File: config.mk
export PLATFORM = sky130hd
export DESIGN_NAME = rc4_stream_crypt_with_fnv_checksum
export DESIGN_NICKNAME = d
export VERILOG_FILES = /design/src/hw/rtl/rc4fnv_pkg.sv /design/src/hw/rtl/rc4fnv_dp.sv /design/src/hw/rtl/rc4fnv_ctrl.sv /design/src/hw/rtl/rc4_stream_crypt_with_fnv_checksum.sv
export SDC_FILE = /design/constraint.sdc
export NUM_CORES = 2
export LEC_CHECK = 0
export CAP_MARGIN = 20
export CORE_MARGIN = 3
export CORE_UTILIZATION = 40
export CTS_CLUSTER_SIZE = 16
export DETAILED_ROUTE_END_ITERATION = 8
export DONT_BUFFER_PORTS = 1
export PLACE_DENSITY = 0.6
export SLEW_MARGIN = 10
export SYNTH_ARGS = -nofsm -noshare
export SYNTH_HDL_FRONTEND = slang
export SYNTH_SLANG_ARGS = --single-unit
File: constraint.sdc
create_clock -name clk_i -period 21.8 [get_ports clk_i]
set_input_delay 1.09 -clock clk_i [delete_from_list [all_inputs] [get_ports clk_i]]
set_output_delay 1.09 -clock clk_i [all_outputs]
set_load 0.02 [all_outputs]
File: src/hw/rtl/rc4fnv_pkg.sv
// Shared types and constants for the RC4 stream crypt block with FNV-1a checksum.
package rc4fnv_pkg;

  localparam logic [31:0] FNV_OFFSET = 32'd2166136261;
  localparam logic [31:0] FNV_PRIME  = 32'd16777619;

  localparam logic OP_KEY = 1'b0;
  localparam logic OP_MSG = 1'b1;

  typedef struct packed {
    logic       operation;
    logic [7:0] value;
    logic       last;
  } in_t;

  typedef struct packed {
    logic [7:0]  crypt_byte;
    logic        end_of_message;
    logic [31:0] checksum;
  } out_t;

  typedef enum logic [2:0] {
    RA_NEXT_I,
    RA_K,
    RA_NEXT_K,
    RA_KSA_J,
    RA_PRGA_J
  } ra_sel_e;

  typedef enum logic [2:0] {
    WR_NONE,
    WR_INIT,
    WR_K_SWAP,
    WR_J_HOLD,
    WR_I_SWAP
  } wr_sel_e;

  typedef struct packed {
    ra_sel_e ra_sel;
    wr_sel_e wr_sel;
    logic    key_wr;
    logic    msg_cap;
    logic    sched_start;
    logic    k_inc;
    logic    ksa_mix;
    logic    prga_init;
    logic    step_i;
    logic    prga_j;
    logic    prga_swap;
    logic    finish;
  } cmd_t;

  typedef struct packed {
    logic out_free;
    logic k_last;
    logic last;
  } sts_t;

endpackage

File: src/hw/rtl/rc4fnv_dp.sv
// Datapath: S-box and key memories, RC4 index registers, FNV-1a hash and output register.
module rc4fnv_dp import rc4fnv_pkg::*; #(
  parameter int unsigned MAX_KEY_BYTES = 256
) (
  input  logic clk_i,
  input  logic rst_ni,
  input  logic cfg_we_i,
  input  logic cfg_wdata_i,
  input  in_t  in_data_i,
  input  cmd_t cmd_i,
  output sts_t sts_o,
  output logic out_valid_o,
  input  logic out_ready_i,
  output out_t out_data_o
);

  localparam int unsigned KeyAw   = (MAX_KEY_BYTES > 1) ? $clog2(MAX_KEY_BYTES) : 1;
  localparam int unsigned KeyCw   = $clog2(MAX_KEY_BYTES + 1);
  localparam int unsigned KeyCmpW = KeyCw + 1;

  logic [7:0] sbox_mem [256];
  logic [7:0] key_mem [MAX_KEY_BYTES];

  logic [7:0]       i_q, j_q, k_q;
  logic [7:0]       hold_q, t_q, rda_q, rdb_q, krd_q;
  logic [7:0]       val_q;
  logic             last_q;
  logic [KeyAw-1:0] kidx_q;
  logic [KeyCw-1:0] key_count_q;
  logic             key_complete_q;
  logic             dir_q;
  logic [31:0]      hash_q;
  logic             out_valid_q;
  out_t             out_q;

  logic [7:0]       kb, ksa_j, prga_j, t_d, ra, wa, wd, ks, res, hash_byte;
  logic             we, out_free, load, key_room, kidx_wrap;
  logic [31:0]      hash_nxt;
  logic [KeyCw-1:0] key_base, key_n;

  assign kb        = (key_count_q == '0) ? 8'h00 : krd_q;
  assign ksa_j     = j_q + rda_q + kb;
  assign prga_j    = j_q + rda_q;
  assign t_d       = hold_q + rda_q;
  assign ks        = (t_q == j_q) ? hold_q : rdb_q;
  assign res       = val_q ^ ks;
  assign hash_byte = dir_q ? res : val_q;
  assign hash_nxt  = (hash_q ^ {24'h000000, hash_byte}) * FNV_PRIME;
  assign out_free  = !out_valid_q || out_ready_i;
  assign load      = cmd_i.finish && out_free;
  assign key_base  = key_complete_q ? '0 : key_count_q;
  assign key_room  = key_base < KeyCw'(MAX_KEY_BYTES);
  assign key_n     = (key_count_q == '0) ? KeyCw'(1) : key_count_q;
  assign kidx_wrap = (KeyCmpW'(kidx_q) + KeyCmpW'(1)) == KeyCmpW'(key_n);

  always_comb begin
    case (cmd_i.ra_sel)
      RA_NEXT_I: ra = i_q + 8'd1;
      RA_K:      ra = k_q;
      RA_NEXT_K: ra = k_q + 8'd1;
      RA_KSA_J:  ra = ksa_j;
      RA_PRGA_J: ra = prga_j;
      default:   ra = k_q;
    endcase
  end

  always_comb begin
    we = 1'b1;
    wa = k_q;
    wd = k_q;
    case (cmd_i.wr_sel)
      WR_INIT: begin
        wa = k_q;
        wd = k_q;
      end
      WR_K_SWAP: begin
        wa = k_q;
        wd = rda_q;
      end
      WR_J_HOLD: begin
        wa = j_q;
        wd = hold_q;
      end
      WR_I_SWAP: begin
        wa = i_q;
        wd = rda_q;
      end
      default: begin
        we = 1'b0;
      end
    endcase
  end

  always_ff @(posedge clk_i) begin
    if (we) begin
      sbox_mem[wa] <= wd;
    end
    rda_q <= (we && wa == ra) ? wd : sbox_mem[ra];
    if (cmd_i.prga_swap) begin
      t_q   <= t_d;
      rdb_q <= (we && wa == t_d) ? wd : sbox_mem[t_d];
    end
  end

  always_ff @(posedge clk_i) begin
    if (cmd_i.key_wr && key_room) begin
      key_mem[key_base[KeyAw-1:0]] <= in_data_i.value;
    end
    krd_q <= key_mem[kidx_q];
  end

  always_ff @(posedge clk_i) begin
    if (cmd_i.ksa_mix || cmd_i.prga_j) begin
      hold_q <= rda_q;
    end
    if (cmd_i.msg_cap) begin
      val_q  <= in_data_i.value;
      last_q <= in_data_i.last;
    end
    if (load) begin
      out_q.crypt_byte     <= res;
      out_q.end_of_message <= last_q;
      out_q.checksum       <= hash_nxt;
    end
  end

  always_ff @(posedge clk_i or negedge rst_ni) begin
    if (!rst_ni) begin
      dir_q          <= 1'b0;
      key_count_q    <= '0;
      key_complete_q <= 1'b1;
      i_q            <= 8'h00;
      j_q            <= 8'h00;
      k_q            <= 8'h00;
      kidx_q         <= '0;
      hash_q         <= FNV_OFFSET;
      out_valid_q    <= 1'b0;
    end else begin
      if (cfg_we_i) begin
        dir_q <= cfg_wdata_i;
      end
      if (cmd_i.key_wr) begin
        key_complete_q <= in_data_i.last;
        key_count_q    <= key_room ? key_base + KeyCw'(1) : key_base;
      end else if (cmd_i.sched_start) begin
        key_complete_q <= 1'b1;
      end
      if (cmd_i.sched_start) begin
        k_q <= 8'h00;
      end else if (cmd_i.k_inc) begin
        k_q <= k_q + 8'd1;
      end
      if (cmd_i.sched_start || cmd_i.prga_init) begin
        j_q <= 8'h00;
      end else if (cmd_i.ksa_mix) begin
        j_q <= ksa_j;
      end else if (cmd_i.prga_j) begin
        j_q <= prga_j;
      end
      if (cmd_i.sched_start) begin
        i_q <= 8'h00;
      end else if (cmd_i.step_i) begin
        i_q <= i_q + 8'd1;
      end
      if (cmd_i.sched_start) begin
        kidx_q <= '0;
      end else if (cmd_i.ksa_mix) begin
        kidx_q <= kidx_wrap ? '0 : kidx_q + KeyAw'(1);
      end
      if (cmd_i.sched_start) begin
        hash_q <= FNV_OFFSET;
      end else if (load) begin
        hash_q <= hash_nxt;
      end
      if (load) begin
        out_valid_q <= 1'b1;
      end else if (out_ready_i) begin
        out_valid_q <= 1'b0;
      end
    end
  end

  assign sts_o.out_free = out_free;
  assign sts_o.k_last   = (k_q == 8'hFF);
  assign sts_o.last     = last_q;
  assign out_valid_o    = out_valid_q;
  assign out_data_o     = out_q;

  a_checksum_tracks_hash: assert property (@(posedge clk_i) disable iff (!rst_ni)
    load && !cmd_i.sched_start |=> out_valid_q && out_q.checksum == hash_q)
    else $error("output checksum differs from running hash");

  a_key_count_bound: assert property (@(posedge clk_i) disable iff (!rst_ni)
    key_count_q <= KeyCw'(MAX_KEY_BYTES))
    else $error("key count beyond key store depth");

endmodule

File: src/hw/rtl/rc4fnv_ctrl.sv
// Controller: sequences request intake, key schedule, keystream steps and result handoff.
module rc4fnv_ctrl import rc4fnv_pkg::*; (
  input  logic clk_i,
  input  logic rst_ni,
  input  logic in_valid_i,
  input  logic in_op_i,
  input  sts_t sts_i,
  output logic in_ready_o,
  output cmd_t cmd_o
);

  typedef enum logic [9:0] {
    ST_IDLE = 10'b0000000001,
    ST_INIT = 10'b0000000010,
    ST_KA   = 10'b0000000100,
    ST_KB   = 10'b0000001000,
    ST_KC   = 10'b0000010000,
    ST_KD   = 10'b0000100000,
    ST_P0   = 10'b0001000000,
    ST_P1   = 10'b0010000000,
    ST_P2   = 10'b0100000000,
    ST_FIN  = 10'b1000000000
  } state_e;

  state_e state_q, state_d;
  logic   in_msg_q, in_msg_d;
  logic   take;
  cmd_t   cmd;

  always_comb begin
    cmd         = '0;
    cmd.ra_sel  = RA_NEXT_I;
    cmd.wr_sel  = WR_NONE;
    state_d     = state_q;
    in_msg_d    = in_msg_q;
    in_ready_o  = 1'b0;
    take        = 1'b0;
    case (state_q)
      ST_IDLE: begin
        in_ready_o = 1'b1;
        take       = in_valid_i;
      end
      ST_FIN: begin
        cmd.finish = 1'b1;
        cmd.wr_sel = WR_J_HOLD;
        if (sts_i.out_free) begin
          in_ready_o = 1'b1;
          take       = in_valid_i;
          state_d    = ST_IDLE;
        end
      end
      ST_INIT: begin
        cmd.wr_sel = WR_INIT;
        cmd.k_inc  = 1'b1;
        if (sts_i.k_last) begin
          state_d = ST_KA;
        end
      end
      ST_KA: begin
        cmd.ra_sel = RA_K;
        state_d    = ST_KB;
      end
      ST_KB: begin
        cmd.ra_sel  = RA_KSA_J;
        cmd.ksa_mix = 1'b1;
        state_d     = ST_KC;
      end
      ST_KC: begin
        cmd.wr_sel = WR_K_SWAP;
        state_d    = ST_KD;
      end
      ST_KD: begin
        cmd.wr_sel = WR_J_HOLD;
        cmd.ra_sel = RA_NEXT_K;
        cmd.k_inc  = 1'b1;
        if (sts_i.k_last) begin
          cmd.prga_init = 1'b1;
          state_d       = ST_P0;
        end else begin
          state_d = ST_KB;
        end
      end
      ST_P0: begin
        cmd.step_i = 1'b1;
        state_d    = ST_P1;
      end
      ST_P1: begin
        cmd.ra_sel = RA_PRGA_J;
        cmd.prga_j = 1'b1;
        state_d    = ST_P2;
      end
      ST_P2: begin
        cmd.wr_sel    = WR_I_SWAP;
        cmd.prga_swap = 1'b1;
        if (sts_i.last) begin
          in_msg_d = 1'b0;
        end
        state_d = ST_FIN;
      end
      default: begin
        state_d = ST_IDLE;
      end
    endcase

    if (take) begin
      if (in_op_i == OP_MSG) begin
        cmd.msg_cap = 1'b1;
        if (in_msg_q) begin
          cmd.step_i = 1'b1;
          state_d    = ST_P1;
        end else begin
          cmd.sched_start = 1'b1;
          in_msg_d        = 1'b1;
          state_d         = ST_INIT;
        end
      end else if (!in_msg_q) begin
        cmd.key_wr = 1'b1;
      end
    end
  end

  always_ff @(posedge clk_i or negedge rst_ni) begin
    if (!rst_ni) begin
      state_q  <= ST_IDLE;
      in_msg_q <= 1'b0;
    end else begin
      state_q  <= state_d;
      in_msg_q <= in_msg_d;
    end
  end

  assign cmd_o = cmd;

  a_sched_to_stream: assert property (@(posedge clk_i) disable iff (!rst_ni)
    state_q == ST_KD && sts_i.k_last |=> state_q == ST_P0 && in_msg_q)
    else $error("key schedule did not hand over to the keystream");

  a_stream_in_msg: assert property (@(posedge clk_i) disable iff (!rst_ni)
    state_q == ST_P1 |-> in_msg_q)
    else $error("keystream step outside a message");

  a_fin_holds: assert property (@(posedge clk_i) disable iff (!rst_ni)
    state_q == ST_FIN && !sts_i.out_free |=> state_q == ST_FIN)
    else $error("result dropped while the output was stalled");

endmodule

File: src/hw/rtl/rc4_stream_crypt_with_fnv_checksum.sv
// Top level of the RC4 stream crypt block with FNV-1a checksum.
// Requests enter on in_valid_i/in_ready_o with in_data_i: operation 0 stores a key
// byte, operation 1 crypts a message byte; last closes the key or the message.
// Key bytes give no result. Each message byte gives one result on out_valid_o/
// out_ready_i: the crypted byte, an end-of-message flag and the running FNV-1a
// checksum of the plaintext. cfg_we_i/cfg_wdata_i set the direction (0 encrypt,
// 1 decrypt); the user must write them only while the block is idle.
// The block itself does not enforce this. The first message byte of each message
// starts the key schedule: the S-box is rebuilt as the identity, then states KB,
// KC and KD mix each entry with the key. Every further byte runs through P1, P2 and
// FIN, and the next byte is taken only once the result is loaded; this is set by
// the chain of three dependent S-box reads at i, j and the sum of their entries.
// When the receiver stalls, the finished result waits in the output register and
// the block stops after completing the next byte. Reset empties the output,
// clears the stored key count, ends any message and selects encryption.
module rc4_stream_crypt_with_fnv_checksum import rc4fnv_pkg::*; #(
  parameter int unsigned MAX_KEY_BYTES = 256
) (
  input  logic clk_i,
  input  logic rst_ni,
  input  logic cfg_we_i,
  input  logic cfg_wdata_i,
  input  logic in_valid_i,
  output logic in_ready_o,
  input  in_t  in_data_i,
  output logic out_valid_o,
  input  logic out_ready_i,
  output out_t out_data_o
);

  cmd_t cmd;
  sts_t sts;

  rc4fnv_ctrl u_ctrl (
    .clk_i      (clk_i),
    .rst_ni     (rst_ni),
    .in_valid_i (in_valid_i),
    .in_op_i    (in_data_i.operation),
    .sts_i      (sts),
    .in_ready_o (in_ready_o),
    .cmd_o      (cmd)
  );

  rc4fnv_dp #(
    .MAX_KEY_BYTES (MAX_KEY_BYTES)
  ) u_dp (
    .clk_i       (clk_i),
    .rst_ni      (rst_ni),
    .cfg_we_i    (cfg_we_i),
    .cfg_wdata_i (cfg_wdata_i),
    .in_data_i   (in_data_i),
    .cmd_i       (cmd),
    .sts_o       (sts),
    .out_valid_o (out_valid_o),
    .out_ready_i (out_ready_i),
    .out_data_o  (out_data_o)
  );

endmodule

Word level (Yosys, flattened, before mapping)
Memory sizes are Yosys's and may differ from the RTL's. A register that Yosys moved wholly into a read port is not among the register bits.
Cells that the tools add are included.

operators by class
  bitwise operators = 2
  mux-type cells = 63
  shifts and indexed selects = 0
  reductions and logical operators = 19
  multiply operators = 1
  eq/ne operators = 20
  order comparisons = 1
  add/sub/neg operators = 8
  divide/modulo/power cells = 0

operator list
  kind                    number
  $mux 8                  14
  $pmux 10 s10            1
  $mux 32                 2
  $mux 10                 4
  $mul 32x25->32 const B  1
  $pmux 8 s2              2
  $pmux 8 s4              1
  $xor 32x8->32           1
  $mux 1                  29
  $mux 9                  3
  $add 8x1->8 const B     3
  $add 8x8->8             3
  $pmux 3 s4              2
  $eq 3x2->1 const B      4
  $reduce_bool 2->1       6
  $eq 10x1->1 const B     1
  $eq 10x10->1 const B    1
  $eq 10x2->1 const B     1
  $eq 10x3->1 const B     1
  $eq 10x4->1 const B     1
  $eq 10x5->1 const B     1
  $eq 10x6->1 const B     1
  $eq 10x7->1 const B     1
  $eq 10x8->1 const B     1
  other kinds (22)        29

word-level totals
  register bits after elaboration = 153
  bits in latches = 0
  memory bits (writable) = 4096
  memory bits (read-only) = 0
  bits of input ports = 16
  memories kept = 2

memories
  name           depth  width  read ports  clocked after Yosys merged registers in  write ports  RTL line         RTL
  u_dp.key_mem   256    8      1           1                                        1            rc4fnv_dp.sv:22  logic [7:0] key_mem [MAX_KEY_BYTES];
  u_dp.sbox_mem  256    8      2           2                                        1            rc4fnv_dp.sv:21  logic [7:0] sbox_mem [256];

Logic depth before layout (Yosys ltp)
  depth after elaboration = 8
  depth in mapped cells = 27
  mapped depth without buffers = 27

Cells and area by module
From an unflattened synthesis, not the netlist that was laid out.

unflattened totals
  cell total of the unflattened synthesis = 10742
  area, all modules = 191382.3 um^2

modules (own cells, without submodules)
  module       instances  area each (um^2)  seq. area each (um^2)  cells each
  rc4fnv_dp    1          190540.2          127461.0               10646
  rc4fnv_ctrl  1          842.1             276.5                  96

Least setup slack after synthesis
OpenSTA, ideal clock, no wires.

  kind = reg-to-reg
  start = register (tool-made name)
  end = register u_dp.rdb_q[1] (read register of u_dp.sbox_mem) (data pin)
  path slack = 14.162 ns
  data required time = 21.513 ns
  path buffers = 6
  setup time = 0.287 ns
  cell stages (with the launch flop) = 15
  data arrival time = 7.351 ns
  clock period less this slack = 7.638 ns
  cell sequence = dfxtp_1 buf_6 buf_4 buf_2 clkbuf_1 buf_2 buf_1 mux4_2 mux4_2 mux4_2 a22oi_1 nand2_1 nand2_1 nand2_1 mux2_4

RTL lines
  element        RTL line         RTL
  end, declared  rc4fnv_dp.sv:25  logic [7:0] hold_q, t_q, rda_q, rdb_q, krd_q;

==> results_dict.tcl <==
set metrics [dict create \
    grt_first_pass_wirelength_mm 791.1 \
    grt.overflow.total 0 \
    synth_top_family_by_area "multiplexers" \
    fin_area_sq_um 211900 \
    muxShareOfSynthArea_pct 20.77 \
    final.setup.tns_ns 0 \
    drv_slew 0 \
    drive_above_1_share_pct 23.87 \
    cts_tree "built" \
    outcome "finished clean" \
    maxCapViolations 0 \
    synthSimpleGateAreaFrac_pct 4.037 \
    maxSlewHeadroom_pct 13.21 \
    synth-edff-count 4170 \
    placed_area_sq_um 197500 \
    seqCellArea_sq_um 127800 \
    synth_seq_area_share_pct 67.22 \
    setup.worst_path.class "reg -> reg" \
    multi_input_area_sq_um 59110 \
    viasPerCell 6.149 \
    synthArstFlopShare_pct 2.036 \
    max_freq_mhz 89.83 \
    post-dp-hpwl_mm 350.9 \
    path_clk_slew_ns 0.06 \
    clock-sinks 4273 \
    routabilityCongestion 0.9445 \
    rows 252 \
    worstPathCellList "buf_4 -> buf_4 -> mux4_2 -> mux4_2 -> mux4_2 -> a22oi_1 -> nand2_1 -> ha_4 -> fa_4 -> buf_12 -> buf_4 -> mux4_2 -> nand3_1 -> nand2_1 -> o31ai_1 -> a2111oi_0 -> mux2i_1 -> mux2i_1 -> mux2_4" \
    fin_crit_ns 11.13 \
    start_util_pct 40.26 \
    cp_common_cell "mux4_2" \
    grt_pass1_vias 105400 \
    cp_top_family "multiplexers" \
    cts_max_level 5 \
    fp.dieH_um 695.3 \
    rsz0062_at_grt "false" \
    layout_commonest_cell "edfxtp_1" \
    numCtsBuffers 431 \
    cp.required_ns 22.55 \
    slowest_stage "fa_4" \
    cts_root_buffer "clkbuf_16" \
    netlist_area_sq_um 190000 \
    ios 59 \
    cts_buffer_depth 4 \
    synth_compound_area_share_pct 3.323 \
    drcViolationCount 0 \
    timing.final.crit_share_pct 51.07 \
    grt_max_degree 258 \
    drtAntennaViolNets 0 \
    ys_warn_count 0 \
    worst_pin_slew_ns 1.299 \
    cp_num_buf_inv 4 \
    synth_seq_cells 4273 \
    first_pass_iters 6 \
    critPathMaxStageDelay_ns 1.36 \
    die_w_um 695.3 \
    nets 10780 \
    cp_max_fo 118 \
    synth_top_cell_by_area "edfxtp_1" \
    wl_mm 555.2 \
    ys.flop_type "edfxtp_1" \
    clk_latency_ns 1.03 \
    cts_setup_buffers 0 \
    syn_nets 10780 \
    syn_avg_cell_area_sq_um 18.15 \
    die_area_sq_um 483400 \
    antenna_found_initial 22 \
    syn_to_final_growth_pct 11.52 \
    drt_iter0_markers 13560 \
    synth-adder-area-share_pct 2.207 \
    fin_worst_skew_ns 0.1051 \
    synth-xor-area-share_pct 0.6459 \
    synth.distinct_cells 75 \
    yosysTopAreaCellShare_pct 65.89 \
    fill_cells 39880 \
    holdWs_ns 0.1103 \
    critPathArrivalTime_ns 11.88 \
    syn_inst 10470 \
    layout_common_cells "edfxtp_1, mux4_2, nand2_1" \
    num_vias 105000 \
    setup_viol 0 \
    synth.area.top_cells "edfxtp_1, mux4_2, mux2i_1, nand2_1, ha_1" \
    wl_per_cell_um 32.50 \
    worstSetupStartpointType "flop" \
    hold_path_class "in -> async" \
    port_buffers 0 \
    core_sq_um 472000 \
    grt_util_all_layers_pct 22.58 \
    critPathCaptureType "flop" \
    final_hold_viol_count 0 \
]
-- through the flow --
step | worst slack (ns) | util, % | cells
6_report | 10.67 | 44.90 | 17080
5_1_grt | 10.30 | 44.89 | 17070
4_1_cts | 10.85 | 44.85 | 17060
3_5_place_dp | 10.86 | 41.84 | 16250
3_3_place_gp | 10.76 | 41.81 | 16230
2_1_floorplan | 14.16 | - | 10470
-- what timing repair did --
action	CTS	global route
hold endpoints to repair	78	0
hold buffers	2	0
resized for setup	0	0
setup endpoints to repair	0	0
-- sequential cells by signal, summed over array words and instances (netlist names), 9 cells and up, named ones only --
name	flops
u_dp.key_mem	2048
u_dp.hash_q	32
u_dp.sbox_mem	2048
u_dp.out_data_o	41
u_dp.key_count_q	9
u_ctrl.state_q	10
-- area by class of cell --
cell class	instances	share of cell area (%)
Antenna cell	10	0.01181
Clock buffer	533	5.368
Clock inverter	270	1.303
Multi-Input combinational cell	5296	27.89
Inverter	205	0.3708
Tap cell	6223	3.674
Timing Repair Buffer	272	1.090
Sequential cell	4273	60.29
-- synthesized netlist by cell type (all sizes together) (16+ instances only) --
library cell	n
edfxtp	4170
mux4	1484
nand2	724
nor2	619
clkbuf	466
mux2i	453
a21oi	340
nand3	249
buf	230
ha	212
inv	204
o21ai	185
mux2	131
o22ai	118
o221ai	117
xnor2	94
fa	77
dfrtp	71
and3	59
nand4	44
xor2	44
a22oi	43
o31ai	35
a2111oi	34
a32o	34
a21o	20
nor2b	19
dfstp	16
dfxtp	16
nor4	16
-- cell families after synthesis --
group / Yosys count
multiplexers: 2068
XOR/XNOR: 138
adder cells (fa/ha/maj): 289
buffers and inverters: 901
AO/OA/AOI/OAI: 993
flip-flops: 4273
AND/OR/NAND/NOR: 1808
-- layer usage --
metal | up-vias | share of wire [%] | GRT usage [%]
li1 | 42810 | - | -
met4 | 16 | 4.5 | 8.789
met2 | 5373 | 48 | 36.11
met1 | 55780 | 39 | 30.79
met3 | 1063 | 8.6 | 4.173
met5 | - | 0.019 | 0
-- final timing paths --
check	depth (start not counted)	to	slack [ns]	startpoint
min	2	u_dp.key_count_q[8]$_DFFE_PN0P_	0.11	rst_ni
min in group clk_i	0	u_dp.last_q$_DFFE_PP_	0.17	in_data_i[0]
max in group asynchronous	2	u_dp.hash_q[23]$_DFFE_PN0P_	21.02	rst_ni
max	19	u_dp.rdb_q[6]$_DFFE_PP_	10.67	flop
min reg2reg	0	u_dp.out_data_o[32]$_DFFE_PP_	0.45	u_dp.last_q$_DFFE_PP_
max reg2reg	19	u_dp.rdb_q[6]$_DFFE_PP_	10.67	flop
Power is left out: the tool's default activity adds up to more than one toggle a clock period on the data nets, which glitch-free logic cannot reach.
